### src/sv/mac_rx_frame_parse_filter_top_assert.svh
// assertion macros for the frame parser
`ifndef MAC_RX_FRAME_PARSE_FILTER_TOP_ASSERT_SVH
`define MAC_RX_FRAME_PARSE_FILTER_TOP_ASSERT_SVH

`define MRFP_ASSERT_IMPL(lbl, clk, rst_n, prop) \
  lbl: assert property (@(posedge clk) disable iff (!rst_n) prop) \
    else $error("assertion failed");

`define MRFP_ASSERT_NEVER(lbl, clk, rst_n, cond) \
  `MRFP_ASSERT_IMPL(lbl, clk, rst_n, !(cond))

`endif

### src/sv/mrfp_pkg.sv
package mrfp_pkg;

  localparam logic [2:0] ST_OK        = 3'd0;
  localparam logic [2:0] ST_NO_FCS    = 3'd1;
  localparam logic [2:0] ST_CRC_BAD   = 3'd2;
  localparam logic [2:0] ST_TRUNC     = 3'd3;
  localparam logic [2:0] ST_SECURED   = 3'd4;
  localparam logic [2:0] ST_ACK_ADDR  = 3'd5;
  localparam logic [2:0] ST_BAD_TYPE  = 3'd6;

  localparam logic [1:0] CLS_HOST  = 2'd0;
  localparam logic [1:0] CLS_BCAST = 2'd1;
  localparam logic [1:0] CLS_OTHER = 2'd2;

  localparam logic [1:0] AM_NONE  = 2'd0;
  localparam logic [1:0] AM_SHORT = 2'd2;
  localparam logic [1:0] AM_LONG  = 2'd3;

  localparam logic [2:0] FT_ACK = 3'd2;

  localparam logic [1:0] REG_OMIT  = 2'd0;
  localparam logic [1:0] REG_PAN   = 2'd1;
  localparam logic [1:0] REG_SHORT = 2'd2;
  localparam logic [1:0] REG_EXT   = 2'd3;

  localparam logic [15:0] CRC_POLY = 16'h8408;

  // frame summary handed from the byte front end to the result stage
  typedef struct packed {
    logic        omit;
    logic        short_frame;
    logic        crc_bad;
    logic [4:0]  parse_pos;
    logic [15:0] fc;
    logic [7:0]  seq;
    logic [15:0] dst_pan;
    logic [63:0] dst_addr;
    logic [15:0] src_pan;
    logic [63:0] src_addr;
    logic [15:0] own_pan;
    logic [15:0] own_short;
    logic [63:0] own_ext;
  } frame_t;

  typedef struct packed {
    logic [2:0]  status;
    logic [2:0]  frame_type;
    logic        ack_request;
    logic        pan_compress;
    logic [7:0]  seq_num;
    logic [1:0]  dst_mode;
    logic [15:0] dst_pan;
    logic [63:0] dst_address;
    logic [1:0]  src_mode;
    logic [15:0] src_pan;
    logic [63:0] src_address;
    logic [1:0]  packet_class;
  } result_t;

  function automatic logic [15:0] crc_byte(input logic [15:0] c, input logic [7:0] b);
    logic [15:0] r;
    r = c ^ {8'h00, b};
    for (int k = 0; k < 8; k++) begin
      r = r[0] ? ((r >> 1) ^ CRC_POLY) : (r >> 1);
    end
    return r;
  endfunction

  function automatic logic [4:0] mode_bytes(input logic [1:0] m);
    return (m == AM_SHORT) ? 5'd2 : 5'd8;
  endfunction

endpackage

### src/sv/mrfp_front.sv
module mrfp_front import mrfp_pkg::*; #(
  parameter int MaxFrameLen = 127
) (
  input  logic        clk_i,
  input  logic        rst_ni,
  input  logic        in_valid_i,
  input  logic [7:0]  rx_byte_i,
  input  logic        frame_end_i,
  output logic        in_stall_o,
  input  logic        cfg_omit_i,
  input  logic [15:0] cfg_pan_i,
  input  logic [15:0] cfg_short_i,
  input  logic [63:0] cfg_ext_i,
  output logic        q_push_o,
  output frame_t      q_data_o,
  input  logic        q_full_i
);

  logic [15:0] crc_q, crc_d;
  logic [6:0]  cnt_q;
  logic [4:0]  pos_q;
  logic [7:0]  dly0_q, dly1_q;
  logic [15:0] fc_q, fc_d;
  logic [7:0]  seq_q, seq_d;
  logic [15:0] dpan_q, dpan_d, span_q, span_d;
  logic [63:0] dadr_q, dadr_d, sadr_q, sadr_d;
  logic [4:0]  pos_d;
  logic        acc;
  logic        live;
  logic        take;
  logic [7:0]  tb;
  logic [6:0]  cnt_d;

  assign in_stall_o = frame_end_i & q_full_i;
  assign acc  = in_valid_i & ~in_stall_o;
  assign live = cnt_q < 7'(MaxFrameLen);
  assign take = live & (cfg_omit_i | (cnt_q >= 7'd2));
  assign tb   = cfg_omit_i ? rx_byte_i : dly1_q;

  always_comb begin
    logic [1:0] da, sa;
    logic [4:0] n, p, l, off;
    fc_d = fc_q; seq_d = seq_q; dpan_d = dpan_q; dadr_d = dadr_q;
    span_d = span_q; sadr_d = sadr_q;
    da = fc_q[11:10]; sa = fc_q[15:14];
    n = pos_q; p = 5'd3; off = '0; l = '0;
    pos_d = (take && pos_q != 5'd31) ? pos_q + 5'd1 : pos_q;
    crc_d = live ? crc_byte(crc_q, rx_byte_i) : crc_q;
    cnt_d = live ? cnt_q + 7'd1 : cnt_q;
    if (take) begin
      if (n == 5'd0) fc_d = {8'h00, tb};
      else if (n == 5'd1) fc_d = {tb, fc_q[7:0]};
      else if (n == 5'd2) seq_d = tb;
      else begin
        if (da != AM_NONE && n < p + 5'd2) begin
          off = n - p;
          dpan_d = dpan_q | ({8'h00, tb} << {off[0], 3'b000});
          p = 5'd31;
        end else if (da != AM_NONE) begin
          p = p + 5'd2;
          l = mode_bytes(da);
          if (n < p + l) begin
            off = n - p;
            dadr_d = dadr_q | ({56'h0, tb} << {off[2:0], 3'b000});
            p = 5'd31;
          end else p = p + l;
        end
        if (p != 5'd31 && sa != AM_NONE) begin
          if (!fc_q[6] && n < p + 5'd2) begin
            off = n - p;
            span_d = span_q | ({8'h00, tb} << {off[0], 3'b000});
          end else begin
            if (!fc_q[6]) p = p + 5'd2;
            l = mode_bytes(sa);
            if (n < p + l) begin
              off = n - p;
              sadr_d = sadr_q | ({56'h0, tb} << {off[2:0], 3'b000});
            end
          end
        end
      end
    end
  end

  always_comb begin
    q_data_o.omit        = cfg_omit_i;
    q_data_o.short_frame = cnt_d < 7'd2;
    q_data_o.crc_bad     = crc_d != 16'h0;
    q_data_o.parse_pos   = pos_d;
    q_data_o.fc          = fc_d;
    q_data_o.seq         = seq_d;
    q_data_o.dst_pan     = dpan_d;
    q_data_o.dst_addr    = dadr_d;
    q_data_o.src_pan     = span_d;
    q_data_o.src_addr    = sadr_d;
    q_data_o.own_pan     = cfg_pan_i;
    q_data_o.own_short   = cfg_short_i;
    q_data_o.own_ext     = cfg_ext_i;
  end
  assign q_push_o = acc & frame_end_i;

  always_ff @(posedge clk_i or negedge rst_ni) begin
    if (!rst_ni) begin
      crc_q <= '0; cnt_q <= '0; pos_q <= '0; dly0_q <= '0; dly1_q <= '0;
      fc_q <= '0; seq_q <= '0; dpan_q <= '0; dadr_q <= '0; span_q <= '0; sadr_q <= '0;
    end else if (acc) begin
      if (frame_end_i) begin
        crc_q <= '0; cnt_q <= '0; pos_q <= '0; dly0_q <= '0; dly1_q <= '0;
        fc_q <= '0; seq_q <= '0; dpan_q <= '0; dadr_q <= '0; span_q <= '0;
        sadr_q <= '0;
      end else begin
        crc_q <= crc_d; cnt_q <= cnt_d; pos_q <= pos_d;
        if (live) begin
          dly1_q <= dly0_q; dly0_q <= rx_byte_i;
        end
        fc_q <= fc_d; seq_q <= seq_d; dpan_q <= dpan_d; dadr_q <= dadr_d;
        span_q <= span_d; sadr_q <= sadr_d;
      end
    end
  end

endmodule

### src/sv/mrfp_back.sv
module mrfp_back import mrfp_pkg::*; (
  input  logic    clk_i,
  input  logic    rst_ni,
  input  logic    q_push_i,
  input  frame_t  q_data_i,
  output logic    q_full_o,
  output logic    out_valid_o,
  input  logic    out_stall_i,
  output result_t res_o
);

  frame_t  fq_q;
  logic    fv_q;
  result_t r_d;
  logic    pop;

  assign pop = fv_q & ~out_stall_i;
  assign q_full_o = fv_q & out_stall_i;
  assign out_valid_o = fv_q;

  always_ff @(posedge clk_i or negedge rst_ni) begin
    if (!rst_ni) fv_q <= 1'b0;
    else if (q_push_i) fv_q <= 1'b1;
    else if (pop) fv_q <= 1'b0;
  end

  always_ff @(posedge clk_i) begin
    if (q_push_i) fq_q <= q_data_i;
  end

  always_comb begin
    logic [2:0] ty, st;
    logic [1:0] da, sa, cls;
    logic [4:0] hl;
    ty = fq_q.fc[2:0]; da = fq_q.fc[11:10]; sa = fq_q.fc[15:14];
    hl = 5'd3;
    if (da != AM_NONE) hl = hl + 5'd2 + mode_bytes(da);
    if (sa != AM_NONE) hl = hl + (fq_q.fc[6] ? 5'd0 : 5'd2) + mode_bytes(sa);
    priority if (!fq_q.omit && fq_q.short_frame) st = ST_NO_FCS;
    else if (!fq_q.omit && fq_q.crc_bad) st = ST_CRC_BAD;
    else if (fq_q.parse_pos < 5'd3) st = ST_TRUNC;
    else if (fq_q.fc[3]) st = ST_SECURED;
    else if (ty == FT_ACK && (da != AM_NONE || sa != AM_NONE)) st = ST_ACK_ADDR;
    else if (fq_q.parse_pos < hl) st = ST_TRUNC;
    else if (ty[2]) st = ST_BAD_TYPE;
    else st = ST_OK;
    priority if (da == AM_NONE) cls = (sa != AM_NONE) ? CLS_OTHER : CLS_HOST;
    else if (fq_q.dst_pan != fq_q.own_pan && fq_q.dst_pan != 16'hFFFF) cls = CLS_OTHER;
    else if (da == AM_LONG) cls = (fq_q.dst_addr == fq_q.own_ext) ? CLS_HOST : CLS_OTHER;
    else if (da == AM_SHORT && fq_q.dst_addr == {48'h0, fq_q.own_short}) cls = CLS_HOST;
    else if (da == AM_SHORT && fq_q.dst_addr == 64'hFFFF) cls = CLS_BCAST;
    else cls = CLS_OTHER;
    r_d = '0;
    r_d.status = st;
    if (st == ST_OK || st == ST_BAD_TYPE) begin
      r_d.frame_type   = ty;
      r_d.ack_request  = fq_q.fc[5];
      r_d.pan_compress = fq_q.fc[6];
      r_d.seq_num      = fq_q.seq;
      r_d.dst_mode     = da;
      r_d.dst_pan      = fq_q.dst_pan;
      r_d.dst_address  = fq_q.dst_addr;
      r_d.src_mode     = sa;
      r_d.src_pan      = (fq_q.fc[6] && da != AM_NONE) ? fq_q.dst_pan : fq_q.src_pan;
      r_d.src_address  = fq_q.src_addr;
      r_d.packet_class = cls;
    end
  end
  assign res_o = r_d;

`include "mac_rx_frame_parse_filter_top_assert.svh"
  `MRFP_ASSERT_NEVER(a_no_push_full, clk_i, rst_ni, q_push_i && fv_q && out_stall_i)
  `MRFP_ASSERT_IMPL(a_hold, clk_i, rst_ni, (fv_q && out_stall_i) |=> fv_q)
  `MRFP_ASSERT_IMPL(a_push_valid, clk_i, rst_ni, q_push_i |=> fv_q)

endmodule

### src/sv/mac_rx_frame_parse_filter_top.sv
// a frame's result is offered in the cycle after its last byte is accepted
// throughput: one byte per cycle; the last byte stalls only while a result waits
// the single result slot between parser and output sets that figure
// reset clears the frame state and loads default node addresses
module mac_rx_frame_parse_filter_top import mrfp_pkg::*; #(
  parameter int MaxFrameLen = 127
) (
  input  logic        clk_i,
  input  logic        rst_ni,
  input  logic        in_valid_i,
  output logic        in_stall_o,
  input  logic [7:0]  rx_byte_i,
  input  logic        frame_end_i,
  input  logic        cfg_valid_i,
  output logic        cfg_ready_o,
  input  logic [1:0]  cfg_index_i,
  input  logic [63:0] cfg_data_i,
  output logic        out_valid_o,
  input  logic        out_stall_i,
  output logic [2:0]  status_o,
  output logic [2:0]  frame_type_o,
  output logic        ack_request_o,
  output logic        pan_compress_o,
  output logic [7:0]  seq_num_o,
  output logic [1:0]  dst_mode_o,
  output logic [15:0] dst_pan_o,
  output logic [63:0] dst_address_o,
  output logic [1:0]  src_mode_o,
  output logic [15:0] src_pan_o,
  output logic [63:0] src_address_o,
  output logic [1:0]  packet_class_o
);

  logic        omit_q;
  logic [15:0] pan_q, short_q;
  logic [63:0] ext_q;
  logic        push, full;
  frame_t      fr;
  result_t     res;

  assign cfg_ready_o = 1'b1;

  always_ff @(posedge clk_i or negedge rst_ni) begin
    if (!rst_ni) begin
      omit_q <= 1'b0; pan_q <= 16'hFFFF; short_q <= 16'hFFFF; ext_q <= '0;
    end else if (cfg_valid_i) begin
      unique case (cfg_index_i)
        REG_OMIT:  omit_q  <= cfg_data_i[0];
        REG_PAN:   pan_q   <= cfg_data_i[15:0];
        REG_SHORT: short_q <= cfg_data_i[15:0];
        REG_EXT:   ext_q   <= cfg_data_i;
        default: ;
      endcase
    end
  end

  mrfp_front #(.MaxFrameLen(MaxFrameLen)) u_front (
    .clk_i, .rst_ni, .in_valid_i, .rx_byte_i, .frame_end_i, .in_stall_o,
    .cfg_omit_i(omit_q), .cfg_pan_i(pan_q), .cfg_short_i(short_q), .cfg_ext_i(ext_q),
    .q_push_o(push), .q_data_o(fr), .q_full_i(full)
  );

  mrfp_back u_back (
    .clk_i, .rst_ni, .q_push_i(push), .q_data_i(fr), .q_full_o(full),
    .out_valid_o, .out_stall_i, .res_o(res)
  );

  assign status_o       = res.status;
  assign frame_type_o   = res.frame_type;
  assign ack_request_o  = res.ack_request;
  assign pan_compress_o = res.pan_compress;
  assign seq_num_o      = res.seq_num;
  assign dst_mode_o     = res.dst_mode;
  assign dst_pan_o      = res.dst_pan;
  assign dst_address_o  = res.dst_address;
  assign src_mode_o     = res.src_mode;
  assign src_pan_o      = res.src_pan;
  assign src_address_o  = res.src_address;
  assign packet_class_o = res.packet_class;

endmodule

### config.mk
export PLATFORM = sky130hd
export DESIGN_NAME = mac_rx_frame_parse_filter_top
export DESIGN_NICKNAME = d
export VERILOG_FILES = /design/src/sv/mrfp_pkg.sv /design/src/sv/mrfp_front.sv /design/src/sv/mrfp_back.sv /design/src/sv/mac_rx_frame_parse_filter_top.sv
export VERILOG_INCLUDE_DIRS = /design/src /design/src/sv
export SDC_FILE = /design/constraint.sdc
export NUM_CORES = 1
export LEC_CHECK = 0
export BUFFER_PORTS_ARGS = -buffer_cell sky130_fd_sc_hd__buf_4
export CORE_ASPECT_RATIO = 0.8
export CORE_UTILIZATION = 49
export CTS_CLUSTER_SIZE = 40
export DETAILED_ROUTE_END_ITERATION = 8
export PLACE_DENSITY = 0.77
export SLEW_MARGIN = 0
export SYNTH_ARGS = -nofsm -noshare
export SYNTH_HDL_FRONTEND = slang
export SYNTH_HIERARCHICAL = 1
export SYNTH_SLANG_ARGS = --single-unit
export TNS_END_PERCENT = 1
### constraint.sdc
create_clock -name clk_i -period 19.7 [get_ports clk_i]
set_input_delay 0.985 -clock clk_i [delete_from_list [all_inputs] [get_ports clk_i]]
set_output_delay 0.985 -clock clk_i [all_outputs]
set_load 0.03 [all_outputs]
# --- After elaboration in Yosys (flattened, before gate mapping) ---
# Cells that the tools add are included.
op_classes:
  n_addsub: 12
  mul: 0
  div_mod_pow: 0
  magnitude_cmp: 9
  eq_ne: 19
  shift: 4
  mux: 96
  bitwise_logic: 22
  reduce_logical: 31
op_table:
  columns: ["operator", "n"]
  rows:
  - ["two-way mux 64 bit", 16]
  - ["two-way mux 16 bit", 28]
  - ["two-way mux 179 bit", 1]
  - ["bitwise OR 64 bit", 2]
  - ["<< shifter 8 x 6 -> 64 bit", 2]
  - ["two-way mux 5 bit", 18]
  - ["two-way mux 8 bit", 10]
  - ["equality test 64 x 16 -> 1 bit", 1]
  - ["equality test 64 x 16 -> 1 bit, second input constant", 1]
  - ["equality test 64 bit", 1]
  - ["bitwise OR 16 bit", 2]
  - ["<< shifter 8 x 4 -> 16 bit", 2]
  - ["NOT 2 -> 3 bit", 8]
  - ["two-way mux 3 bit", 7]
  - ["< comparator 5 bit", 4]
  - ["two-way mux 2 bit", 8]
  - ["two-way mux 4 bit", 4]
  - ["inequality test 16 bit", 1]
  - ["inequality test 16 bit, second input constant", 1]
  - ["nonzero test 16 bit", 1]
  - ["bitwise XOR 16 x 8 -> 16 bit", 1]
  - ["equality test 2 bit, second input constant", 7]
  - ["two-way mux 7 bit", 2]
  - ["nonzero test 2 bit", 6]
  - ["32 further kinds", 59]
word_totals:
  register_bits: 614
  latch_bits: 0
  ramBits: 0
  mem_bits_ro: 0
  input_bits: 80
  out_inout_bits: 185
  word_cells: 222
  n_memories: 0

# --- Logic depth before layout (Yosys ltp) ---
depth:
  ltp_word: 31
  ltp_mapped: 19
  ltp_nobuf: 17

# --- Modules after synthesis ---
# The synthesis kept the hierarchy.
by_module_without_submodules:
  columns: ["mod", "instances", "cells_each", "area_each_um2", "seq_area_each_um2"]
  rows:
  - ["mrfp_front", 1, 1341, 13018.7, 5705.5]
  - ["mrfp_back", 1, 723, 11493.5, 8493.1]
  - ["mac_rx_frame_parse_filter_top", 1, 208, 3656.0, 2467.4]

# --- Least setup slack after synthesis ---
# OpenSTA, ideal clock, no wires.
synth_path:
  kind: "input port to flip-flop"
  startpoint: "input port out_stall_i"
  endpoint: "register u_back.fv_q (netlist: u_back/out_valid_o)"
  setup_ns: 0.115
  arrival_time_ns: 10.432
  required_time_ns: 19.585
  path_slack_ns: 9.153
  cell_stages: 7
  path_buffers: 2
  cell_sequence: "and2_1 -> a21boi_1 -> clkbuf_1 -> nand2_1 -> inv_1 -> clkbuf_1 -> or2_2"
synth_between:
  elab_chain_len: 6
  elab_cells_between_ends: 9
  classes_between: "mux: 1; bitwise: 7; reduce/logical: 1"
synth_lines:
  columns: ["item", "line_no", "source"]
  rows:
  - ["from (decl)", "mac_rx_frame_parse_filter_top.sv:19", "input logic out_stall_i,"]
  - ["AND 1 bit (*)", "mrfp_back.sv:18", "assign q_full_o = fv_q & out_stall_i;"]
  - ["AND 1 bit (*)", "mrfp_front.sv:34", "assign in_stall_o = frame_end_i & q_full_i;"]
  - ["NOT 1 bit (*)", "mrfp_front.sv:35", "assign acc = in_valid_i & ~in_stall_o;"]
  - ["AND 1 bit (*)", "mrfp_front.sv:35", null]
  - ["AND 1 bit (*)", "mrfp_front.sv:100", "assign q_push_o = acc & frame_end_i;"]
  - ["net push", "mac_rx_frame_parse_filter_top.sv:37", "logic push, full;"]
  - ["two-way mux 1 bit or nonzero test 2 bit (tied branches)", null, null]
  - ["to (signal assigned)", "mrfp_back.sv:22", "if (!rst_ni) fv_q <= 1'b0;"]
  - ["to (signal assigned)", "mrfp_back.sv:23", "else if (q_push_i) fv_q <= 1'b1;"]
  - ["to (signal assigned)", "mrfp_back.sv:24", "else if (pop) fv_q <= 1'b0;"]
  - ["to (decl)", "mrfp_back.sv:13", "logic fv_q;"]
# The timed path passes the listed nets; every way through them passes the cells marked *.
# A chain may end at the register's enable or synchronous reset.

# --- Final worst setup path ---
layout_path:
  startpoint: "register u_back/fq_q[278] (netlist name)"
  endpoint: "output port src_address_o[29]"
layout_between:
  elab_chain_len: 14
  elab_cells_between_ends: 18
  classes_between: "add/sub: 1; order compare: 1; eq/ne: 2; mux: 9; reduce/logical: 5"
layout_lines:
  columns: ["item", "line_no", "source"]
  rows:
  - ["from (decl)", "mrfp_back.sv:12", "frame_t fq_q;"]
  - ["from (signal assigned)", "mrfp_back.sv:28", "if (q_push_i) fq_q <= q_data_i;"]
  - ["equality test 2 bit", "mrfp_pkg.sv:70", "return (m == AM_SHORT) ? 5'd2 : 5'd8;"]
  - ["two-way mux 4 bit", "mrfp_pkg.sv:70", null]
  - ["adder 5 bit", "mrfp_back.sv:38", "if (sa != AM_NONE) hl = hl + (fq_q.fc[6] ? 5'd0 : 5'd2) + mode_bytes(sa);"]
  - ["two-way mux 5 bit", "mrfp_back.sv:38", null]
  - ["< comparator 5 bit", "mrfp_back.sv:44", "else if (fq_q.parse_pos < hl) st = ST_TRUNC;"]
  - ["two-way mux 3 bit", "mrfp_back.sv:44", null]
  - ["two-way mux 3 bit (*)", "mrfp_back.sv:43", "else if (ty == FT_ACK && (da != AM_NONE || sa != AM_NONE)) st = ST_ACK_ADDR;"]
  - ["two-way mux 3 bit (*)", "mrfp_back.sv:42", "else if (fq_q.fc[3]) st = ST_SECURED;"]
  - ["two-way mux 3 bit (*)", "mrfp_back.sv:41", "else if (fq_q.parse_pos < 5'd3) st = ST_TRUNC;"]
  - ["two-way mux 3 bit (*)", "mrfp_back.sv:40", "else if (!fq_q.omit && fq_q.crc_bad) st = ST_CRC_BAD;"]
  - ["two-way mux 3 bit (*)", "mrfp_back.sv:39", "priority if (!fq_q.omit && fq_q.short_frame) st = ST_NO_FCS;"]
  - ["equality test 3 bit or zero test 3 bit (tied branches)", "mrfp_back.sv:55", "if (st == ST_OK || st == ST_BAD_TYPE) begin"]
  - ["logical OR 1 bit (*)", "mrfp_back.sv:55", null]
  - ["two-way mux 179 bit (*)", "mrfp_back.sv:55", null]
  - ["to (decl)", "mac_rx_frame_parse_filter_top.sv:30", "output logic [63:0] src_address_o,"]
# Mark *: on every way between the ends. The rest lies on a longest branch, timed or not.

==> metrics.csv <==
metric,value,unit
outcome,finished clean,
minimum clock period after layout,6.58,ns
Placer Congestion,0.884,
port buffer count,263,
CP Max Fanout,134,
worst hold margin,0.425,ns
number of global-route vias before repair,18300,
clock root buffer,clkbuf_16,
# setup viols final,0,
initial core utilization,50.0,%
DR iter-0 viols,2224,
GRT Total Usage,25.8,%
CTS max path bufs,3,
Yosys warnings,6,
TNS Setup,0,ns
Core Rows,77,
io pins,265,
area grow syn2layout,13.7,%
VDD IR-drop max,0.000141,V
Vias/cell,5.99,
# Post-CTS Setup Buffers,0,
worst reg-to-reg setup slack,14.09,ns
Finished Core Util,56.9,%
final WL,75400,um
max-slew violation count,0,
initial antenna violation count,3,
Power Density,111,nW/um2
Startpoint Class,flip-flop,
worst-path cell chain,nand2b_1 -> inv_1 -> fa_1 -> ha_1 -> fa_1 -> mux2i_1 -> ha_1 -> nand2_1 -> o21ai_0 -> a21oi_1 -> nor3b_4 -> buf_4 -> and2_1 -> buf_4,
max_cap viols,0,
first-pass GRT wire length,113000,um
Final Hold Fails,0,
slowest CP cell,buf_4,
Vias,18900,
Slew HR,15.6,%
post-detail-place hpwl,50100,um
H-tree depth,2,
Die Y,215,um
PostCTS Resize Cnt,0,
crit path kind,flip-flop to output port,
drt wl/cell,23.9,um
post-synth net total,2358,
leakage power total,13.8,nW
DIE WIDTH,269,um
Final period util,33.4,%
DP Cell Count,3042,
ant diodes,0,
wire length on met2,34200,um
post-route ant nets,0,
hold buffer count at CTS,0,
met1 WL,32100,um
share of layout cells above drive strength 1,25.8,%
Worst-path clk slew,0.06,ns
Hold Crit Class,input port to async pin,
TritonCTS clock tree,built,
Num CTS Buffers,58,
Die Area,57900,um2
CP endpoint kind,output port,
Core ar.,55800,um2
Residual DRC,0,
clk_lat worst skew,0.62,ns
drt pass-1 iters,6,
Top Metal Used,met5,
"Avg Cell Area, Syn",12.4,um2
RSZ-0062 raised after global routing,false,
Clock Sinks,602,
gr ovfl total,0,
mapped cell area,27900,um2
"Arr. time, crit path",5.59,ns
critical path required time,18.72,ns
CP max stage delay,0.82,ns
Worst Skew,0.0238,ns
Worst Max-Slew Pin Slew,1.27,ns
largest net degree at the start of global routing,210,
synthesized instance count,2248,
Final Non-Filler Cells,3150,
Max Clk Rate,0.152,GHz
met3 WL post-DR,7150,um
Fill cells,4383,
nets,2462,
==> stage by stage <==
stage	area (um2)	total power, mW	worst slack [ns]
floorplan	27900	2.12	9.15
global placement	29700	2.30	14.04
detailed placement	29700	2.33	13.83
CTS	31700	3.52	13.14
global route	31700	3.65	12.83
finish	31700	3.52	13.12
==> power breakdown <==
part | switching (mW) | internal (mW) | leakage (nW)
clock | 0.486 | 0.707 | 1.00
sequential | 0.0899 | 1.45 | 6.88
combinational | 0.542 | 0.245 | 5.91
==> registers in the layout (all words and copies together), names as in the netlist, 5 cells and up <==
| signal | count |
|---|---|
| u_front/pos_q | 5 |
| u_front/crc_q | 16 |
| u_front/fc_q | 10 |
| ext_q | 64 |
| u_front/dpan_q | 16 |
| short_q | 16 |
| u_front/span_q | 16 |
| u_front/dadr_q | 64 |
| u_back/fq_q | 282 |
| u_front/dly0_q | 8 |
| u_front/seq_q | 8 |
| u_front/sadr_q | 64 |
| u_front/cnt_q | 7 |
| u_front/dly1_q | 8 |
| pan_q | 16 |
==> final cells by class <==
| class | count | area, um2 | area share [%] |
|---|---|---|---|
| Timing Repair Buffer | 299 | 2260 | 7.13 |
| Clock buffer | 72 | 1600 | 5.03 |
| Clock inverter | 36 | 458 | 1.44 |
| Tap cell | 750 | 938 | 2.96 |
| Inverter | 24 | 97.6 | 0.307 |
| Multi-Input combinational cell | 1367 | 9880 | 31.1 |
| Sequential cell | 602 | 16500 | 52.0 |
==> per-layer routing <==
layer  vias up  global-route usage (%)
met5         -                       0
met4         4                    7.16
met3       136                    5.10
met2       928                    38.8
met1      9517                    38.0
li1       8279                       -
==> placed cells by master, fill, tap and decap left out, drive strengths merged, types with 48 or more instances in the layout <==
cell / instances
a21o: 100
a22o: 59
a31o: 64
a31oi: 51
and2: 165
buf: 299
clkbuf: 72
dfrtp: 288
edfxtp: 282
mux2: 97
nand2: 117
nor2: 107
nor4: 55
o21a: 48
o21ai: 54
xnor2: 80
xor2: 48
==> critical path: cells and delay by family (launching register included) <==
| family | cells | cell delay [ns] |
|---|---|---|
| compound gates | 2 | 0.37 |
| mux | 1 | 0.07 |
| buf+inv | 3 | 1.06 |
| flops | 1 | 0.55 |
| fa+ha+maj | 4 | 1.42 |
| simple gates | 4 | 1.32 |
==> worst paths after layout <==
kind | end | start | cells past startpoint
worst min register to register | u_back/fq_q[22]$_DFFE_PP_ | ext_q[22]$_DFFE_PN0P_ | 0
worst min-delay path | u_front/sadr_q[18]$_DFFE_PN0P_ | rst_ni | 1
min in group clk_i | u_back/fq_q[22]$_DFFE_PP_ | ext_q[22]$_DFFE_PN0P_ | 0
worst max-delay path | src_address_o[29] | u_back/fq_q[278]$_DFFE_PP_ | 14
worst max register to register | u_back/fq_q[141]$_DFFE_PP_ | u_front/fc_q[10]$_DFFE_PN0P_ | 18
max in group asynchronous | ext_q[56]$_DFFE_PN0P_ | rst_ni | 3
Note: power is estimated with default switching activity, not from simulation.
